## src/rtl/hpq_pkg.sv

```systemverilog
// Package for the binary max heap queue: sizes, codes and the payload structs.
// It has no dependencies. Every other file of the block imports it.
package hpq_pkg;

    localparam int DEPTH   = 128;
    localparam int KEY_W   = 32;
    localparam int CNT_W   = $clog2(DEPTH + 1);
    localparam int ECNT_W  = 8;

    localparam logic ACT_INSERT = 1'b0;
    localparam logic ACT_REMOVE = 1'b1;

    typedef enum logic [1:0] {
        ST_OK    = 2'd0,
        ST_FULL  = 2'd1,
        ST_EMPTY = 2'd2
    } t_status;

    typedef struct packed {
        logic                    action;
        logic signed [KEY_W-1:0] key_in;
    } t_cmd;

    typedef struct packed {
        logic signed [KEY_W-1:0] max_key;
        logic                    max_valid;
        logic [ECNT_W-1:0]       entry_count;
        logic [1:0]              status;
    } t_result;

    typedef struct packed {
        logic                    ins;
        logic                    rem;
        logic signed [KEY_W-1:0] key;
    } t_cell_cmd;

endpackage

```

## src/rtl/hpq_cell.sv

```systemverilog
// One cell of the sorted key row: it holds one key and trades it with its neighbors.
// Depends on hpq_pkg for the key width and the broadcast command struct.
module hpq_cell import hpq_pkg::*; (
    input  logic                    i_clk,
    input  t_cell_cmd               i_cmd,
    input  logic                    i_occ,
    input  logic signed [KEY_W-1:0] i_left_key,
    input  logic                    i_left_gt,
    input  logic signed [KEY_W-1:0] i_right_key,
    output logic signed [KEY_W-1:0] o_key,
    output logic                    o_gt
);

    logic signed [KEY_W-1:0] r_key;
    logic signed [KEY_W-1:0] n_key;

    assign o_gt  = !i_occ || (i_cmd.key > r_key);
    assign o_key = r_key;

    always_comb begin
        n_key = r_key;
        if (i_cmd.ins && o_gt) begin
            n_key = i_left_gt ? i_left_key : i_cmd.key;
        end else if (i_cmd.rem) begin
            n_key = i_right_key;
        end
    end

    always_ff @(posedge i_clk) begin
        r_key <= n_key;
    end

endmodule

```

## config.mk

```make
export PLATFORM = sky130hd
export DESIGN_NAME = hpq_cell
export DESIGN_NICKNAME = d
export VERILOG_FILES = /design/src/rtl/hpq_pkg.sv /design/src/rtl/hpq_cell.sv
export SDC_FILE = /design/constraint.sdc
export NUM_CORES = 1
export LEC_CHECK = 0
export BUFFER_PORTS_ARGS = -buffer_cell sky130_fd_sc_hd__buf_2
export CAP_MARGIN = 20
export CORE_MARGIN = 2
export CORE_UTILIZATION = 43
export DETAILED_ROUTE_END_ITERATION = 10
export PLACE_DENSITY = 0.78
export SYNTH_ARGS = -nofsm -noshare
export SYNTH_HDL_FRONTEND = slang
export SYNTH_SLANG_ARGS = --single-unit
```

## constraint.sdc

```tcl
create_clock -name i_clk -period 2.8 [get_ports i_clk]
set_input_delay 0.14 -clock i_clk [delete_from_list [all_inputs] [get_ports i_clk]]
set_output_delay 0.14 -clock i_clk [all_outputs]
set_load 0.05 [all_outputs]
```

==> impl_metrics.yaml, run 1 <==
status:
  status: "finished with violations"
  violations: "setup timing"
setup_path:
  start_kind: "register"
  timing.rr.start: "o_key[26]"
  r2r_cells: 10
  endpoint_kind: "register"
  crit_start: "o_key[26]"
  crit_fanout: 23
  reg2reg_to: "o_key[8]"
  reg2reg_slack_ns: -0.02
  critPathKind: "register to register"
  crit_arrival_ns: 2.85
  cp_data_required_time_ns: 2.83
floorplan:
  core_area_um2: 6280
  rows: 29
  start_util: 0.440
  die_w_um: 84.1
  die_y_um: 84.1
  die_area_um2: 7070
  ios: 134
place:
  portBuffers: 133
  hpwlAfterDp_mm: 5.16
  dp_cells: 438
  place_ws_ns: -0.00309
  place.gp.congestion: 0.793
  placed_area_um2: 3530
timing:
  maxSlewViolCount: 0
  hold_viol_final: 0
  tightest_slew_ns: 0.786
  fmax_ghz: 0.354
  rsz0062_at_grt: "true"
  clock_skew_ns: 0.00673
  holdWs_ns: 0.158
  min_period_ns: 2.82
  relSlewSlack: 0.476
  fin_ws_ns: -0.0242
  setup_violations: 29
  finalCritPeriodShare: 1.01
global_routing:
  antenna_found_initial: 1
  grt_pass1_vias: 2259
  overflow: 0
  grt_pass1_wl_mm: 10.3
  grt_max_degree: 34
  grt_usage: 0.183
drt:
  ant_nets: 0
  drt_iter0_drc: 37
  dr.pass1.iters: 4
  routed_wirelength_mm: 6.60
  avgRoutedWirePerCell_um: 14.6
  vias: 2242
  vias_per_cell: 4.97
  drcViolationCount: 0
synthesis:
  synth_xor_area_frac: 0
  synth.avg_cell_area_um2: 12.0
  synthAdderAreaFrac: 0.145
  yosysUniqueCellTypes: 29
  syn_inst: 230
  synth_compound_area_frac: 0.0726
  yosys.area.top_type: "edfxtp_1"
  ys_ff_latch: 32
  syn_area_um2: 2760
  yosysWarnings: 0
  synthMuxAreaShare: 0.297
  yosysTopAreaCellShare: 0.348
  seq_area_frac_synth: 0.348
  synth_top_family_by_area: "multiplexers"
  synth_area_leaders: "edfxtp_1, mux2_4, ha_1"
  synth-simple-area-share: 0.0649
  synth_nets: 363
clock_network:
  htreeDepth: 2
  cts.clk_slew.worst_paths_ns: 0.07
  cts_made_buffers: 5
  cts_root_buf: "clkbuf_8"
  clk_path_buf_depth: 2
  cts_tree: "built"
  tritoncts_num_sinks: 32
  clkLatencyLatePin_ns: 0.28
pwr:
  swShare: 0.424
  pwr-share-comb: 0.540
  powerDensity_nw_per_um2: 615
  p_int_mw: 1.31
  p_seq_frac: 0.314
  p_switching_mw: 0.966
  irDropWorstVdd_mv: 0.430
  cellLeakagePower_nw: 1.86
  clockPowerShare: 0.146
job:
  maxCapViolations: 0
final_layout:
  drive_above_1_share: 0.612
  final_cells: 451
  design_area_um2: 3700
  final_nets: 507
  area_growth_syn_to_layout_pct: 34.2
  largest_reg_flops: 32
  antenna_cells: 0
min_path:
  hold_depth: 2
  hold_start: "i_right_key[28]"
  hold_path_class: "input pin to register"
  min_to: "o_key[28]"
[worst max path at each step]
stage	slack (ns)	end	cells past startpoint
6_report	-0.02	o_key[8]	10
3_5_place_dp	-0.003	o_key[17]	10
4_1_cts	-0.01	o_key[17]	10
3_3_place_gp	0.03	o_key[23]	10
5_1_grt	-0.12	o_key[31]	10
2_1_floorplan	-0.36	o_key[0]	10
[kinds of logic after synthesis]
logic type | count (synthesis)
adder cells (fa/ha/maj) | 32
flip-flops | 32
AND/OR/NAND/NOR | 31
multiplexers | 63
AO/OA/AOI/OAI | 30
buffers and inverters | 42
[cells in the final DEF (no fill, tap or decap), types with 2 or more instances in the layout]
cell type  netlist  layout
buf_2            0     133
mux2_2          34      34
edfxtp_1        32      32
inv_1           35      31
mux2_4          29      29
ha_1            32      27
a21oi_1         16      16
nand2_1         10      10
nand4_1          8       8
buf_4            0       8
o21ai_0          5       5
ha_4             0       5
clkbuf_8         0       5
inv_2            0       4
nand3_1          3       3
nor3_1           3       3
o211ai_1         2       2
or2_4            0       2
clkinv_1         0       2
[stage by stage]
| step | utilization | power [mW] | setup TNS (ns) |
|---|---|---|---|
| 3_5_place_dp | 0.562 | 1.92 | -0.00624 |
| 5_1_grt | 0.590 | 2.42 | -4.31 |
| 3_3_place_gp | 0.562 | 1.89 | 0 |
| 2_1_floorplan | - | 1.63 | -18.62 |
| 4_1_cts | 0.578 | 2.26 | -0.0571 |
| 6_report | 0.590 | 2.28 | -0.417 |
[area by class of cell]
| type | instances | area [µm²] |
|---|---|---|
| Clock buffer | 5 | 68.8 |
| Clock inverter | 2 | 7.51 |
| Fill cell | 570 | 2570 |
| Inverter | 35 | 131 |
| Multi-Input combinational cell | 158 | 1690 |
| Sequential cell | 32 | 961 |
| Tap cell | 77 | 96.3 |
| Timing Repair Buffer | 142 | 746 |
[power groups by stage]
| stage | Clock (mW) | Sequential (mW) | Combinational [mW] |
|---|---|---|---|
| 2_1_floorplan | 0 | 1.07 | 0.558 |
| 3_3_place_gp | 0 | 0.722 | 1.17 |
| 3_5_place_dp | 0 | 0.728 | 1.19 |
| 4_1_cts | 0.342 | 0.719 | 1.20 |
| 5_1_grt | 0.365 | 0.730 | 1.33 |
| 6_report | 0.333 | 0.716 | 1.23 |
[layer usage]
layer / track usage / wire length [µm]
met1: 0.222 / 2700
met2: 0.320 / 3250
met3: 0.0574 / 589
met4: 0.0411 / 51
met5: 0 / 13
[Yosys cell counts]
| master | instances |
|---|---|
| nor3_1 | 3 |
| o21ai_1 | 1 |
| edfxtp_1 | 32 |
| o211ai_1 | 2 |
| or4_4 | 1 |
| nand3_1 | 3 |
| nand2b_4 | 1 |
| inv_1 | 35 |
| nand2_1 | 10 |
| or2_2 | 1 |
| buf_6 | 4 |
| nor4_1 | 1 |
| nor2b_1 | 1 |
| o311ai_4 | 1 |
| a2bb2oi_2 | 1 |
| mux2_4 | 29 |
| a21oi_1 | 16 |
| a21bo_2 | 1 |
| dlygate4sd3_1 | 2 |
| mux2_2 | 34 |
| nand4_1 | 8 |
| and3_4 | 1 |
| a21o_1 | 1 |
| o21a_1 | 1 |
| a221oi_1 | 1 |
| or3_1 | 1 |
| o21ai_0 | 5 |
| clkbuf_1 | 1 |
| ha_1 | 32 |
[repair_timing]
| item | in CTS | in global routing |
|---|---|---|
| gates resized for setup | 4 | 4 |
| gates cloned | 0 | 2 |
| setup endpoints to repair | 61 | 65 |
| pin swaps | 0 | 1 |
| setup buffers | 0 | 4 |
| hold buffers | 0 | 0 |
[worst max-delay path: stages (launching register included)]
cell and delay (ns):
edfxtp_1 0.37, inv_2 0.05, ha_4 0.26, nand4_1 0.14, or4_4 0.55, nand2b_4 0.16
and3_4 0.18, a2bb2oi_4 0.15, o311ai_4 0.16, buf_12 0.23, mux2_4 0.31
(Power assumes the default switching activity.)
==> inputs of run 2 (changes only) <==
SKIP_LAST_GASP = 1   (was not set)
==> run 2 against run 1 <==
Compared with the run above: the run still ends with setup timing left; combinational power is essentially flat; via count decreased by 0.27%; flip-flop and latch count stayed put; non-clock buffer count increased by 1; register-to-register slack lost 0.05 ns; final area down 0.14%; utilization is 0.080 points lower; highest routed layer unchanged.
==> impl_metrics.yaml, run 2 (same netlist as run 1, synthesis figures left out) <==
setup_path:
  cp_slowest_cell: "or4_4"
  path_delay_family: "simple AND/OR/NAND/NOR gates"
  crit_fanout: 23
  crit_arrival_ns: 2.90
  start_kind: "register"
  cp_data_required_time_ns: 2.83
  endpoint_kind: "register"
  worst-path-buf-inv: 2
  cp_cell_sequence: "inv_2, ha_4, nand4_1, or4_4, nand2b_4, and3_4, a2bb2oi_4, o311ai_4, buf_12, mux2_4"
  cpPeakStageDelay_ns: 0.57
  critPathKind: "register to register"
pwr:
  clockPowerShare: 0.146
  cellLeakagePower_nw: 1.86
  powerDensity_nw_per_um2: 617
  pwr-share-comb: 0.540
  irDropWorstVdd_mv: 0.432
  swShare: 0.424
  p_int_mw: 1.32
  p_seq_frac: 0.314
  p_switching_mw: 0.967
drt:
  vias: 2236
  ant_nets: 0
  avgRoutedWirePerCell_um: 14.7
  drt_iter0_drc: 35
  drcViolationCount: 0
  vias_per_cell: 4.95
  dr.pass1.iters: 4
  routed_wirelength_mm: 6.65
timing:
  maxSlewViolCount: 0
  relSlewSlack: 0.476
  setup_violations: 41
  tightest_slew_ns: 0.787
  fin_ws_ns: -0.0732
  fin_tns_setup_ns: -2.21
  fmax_ghz: 0.348
  rsz0062_at_grt: "true"
  min_period_ns: 2.87
  clock_skew_ns: 0.00768
  finalCritPeriodShare: 1.03
  hold_viol_final: 0
job:
  maxCapViolations: 0
place:
  hpwlAfterDp_mm: 5.16
  portBuffers: 133
  place.gp.congestion: 0.793
  place_ws_ns: -0.00309
  dp_cells: 438
final_layout:
  layout_common_cells: "buf_2, mux2_2, edfxtp_1, inv_1, mux2_4"
  final_cells: 452
  largest_reg_flops: 32
  drive_above_1_share: 0.611
  antenna_cells: 0
  final_nets: 508
  final_common_cell: "buf_2"
  area_growth_syn_to_layout_pct: 34.1
global_routing:
  grt_usage: 0.181
  grt_max_degree: 34
  antenna_found_initial: 1
  grt_pass1_vias: 2229
  grt_pass1_wl_mm: 10.2
  overflow: 0
clock_network:
  clkLatencyLatePin_ns: 0.28
  tritoncts_num_sinks: 32
  cts.clk_slew.worst_paths_ns: 0.07
  cts_tree: "built"
  cts_root_buf: "clkbuf_8"
  hold_buffers: 0
  htreeDepth: 2
  cts_made_buffers: 5
  clk_path_buf_depth: 2
floorplan:
  rows: 29
  die_area_um2: 7070
  die_y_um: 84.1
  die_w_um: 84.1
  core_area_um2: 6280
  ios: 134
  start_util: 0.440
min_path:
  hold_path_class: "input pin to register"
status:
  violations: "setup timing"
  status: "finished with violations"
==> run 2: power by group through the flow <==
stage | Clock [mW] | Combinational (mW) | Sequential (mW)
6_report | 0.334 | 1.23 | 0.717
5_1_grt | 0.365 | 1.33 | 0.730
4_1_cts | 0.342 | 1.19 | 0.718
3_5_place_dp | 0 | 1.19 | 0.728
3_3_place_gp | 0 | 1.17 | 0.722
2_1_floorplan | 0 | 0.558 | 1.07
==> run 2: layout make-up <==
type	count	area [µm²]
Sequential cell	32	961
Clock buffer	5	68.8
Inverter	35	131
Timing Repair Buffer	143	753
Clock inverter	2	7.51
Multi-Input combinational cell	158	1680
Fill cell	575	2580
Tap cell	77	96.3
==> run 2: final timing paths <==
| check | cells past startpoint | end | from | slack [ns] |
|---|---|---|---|---|
| max | 10 | o_key[8] | o_key[25] | -0.07 |
| max reg2reg | 10 | o_key[8] | o_key[25] | -0.07 |
| min reg2reg | 5 | o_key[21] | o_key[31] | 1.34 |
| min | 2 | o_key[28] | i_right_key[28] | 0.16 |
==> run 2: metrics by stage <==
step | cell area [µm²] | total power [mW] | utilization | hold WS (ns)
3_5_place_dp | 3530 | 1.92 | 0.562 | 0.443
6_report | 3700 | 2.28 | 0.589 | 0.158
5_1_grt | 3700 | 2.42 | 0.589 | 0.147
2_1_floorplan | 2790 | 1.63 | - | 0.358
3_3_place_gp | 3530 | 1.89 | 0.562 | 0.441
4_1_cts | 3610 | 2.25 | 0.574 | 0.148
==> run 2: metal layers <==
layer | share of wire | track usage | routed length [µm]
met2 | 0.49 | 0.313 | 3260
met5 | 0.0011 | 0 | 7
met3 | 0.079 | 0.0574 | 522
met1 | 0.42 | 0.220 | 2810
met4 | 0.0077 | 0.0411 | 51
==> run 2: timing repair <==
action | CTS | global route
buffers inserted | 0 | 5
setup endpoints to repair | 61 | 65
resized for setup | 0 | 7
pin swaps | 0 | 3
cloned | 0 | 2
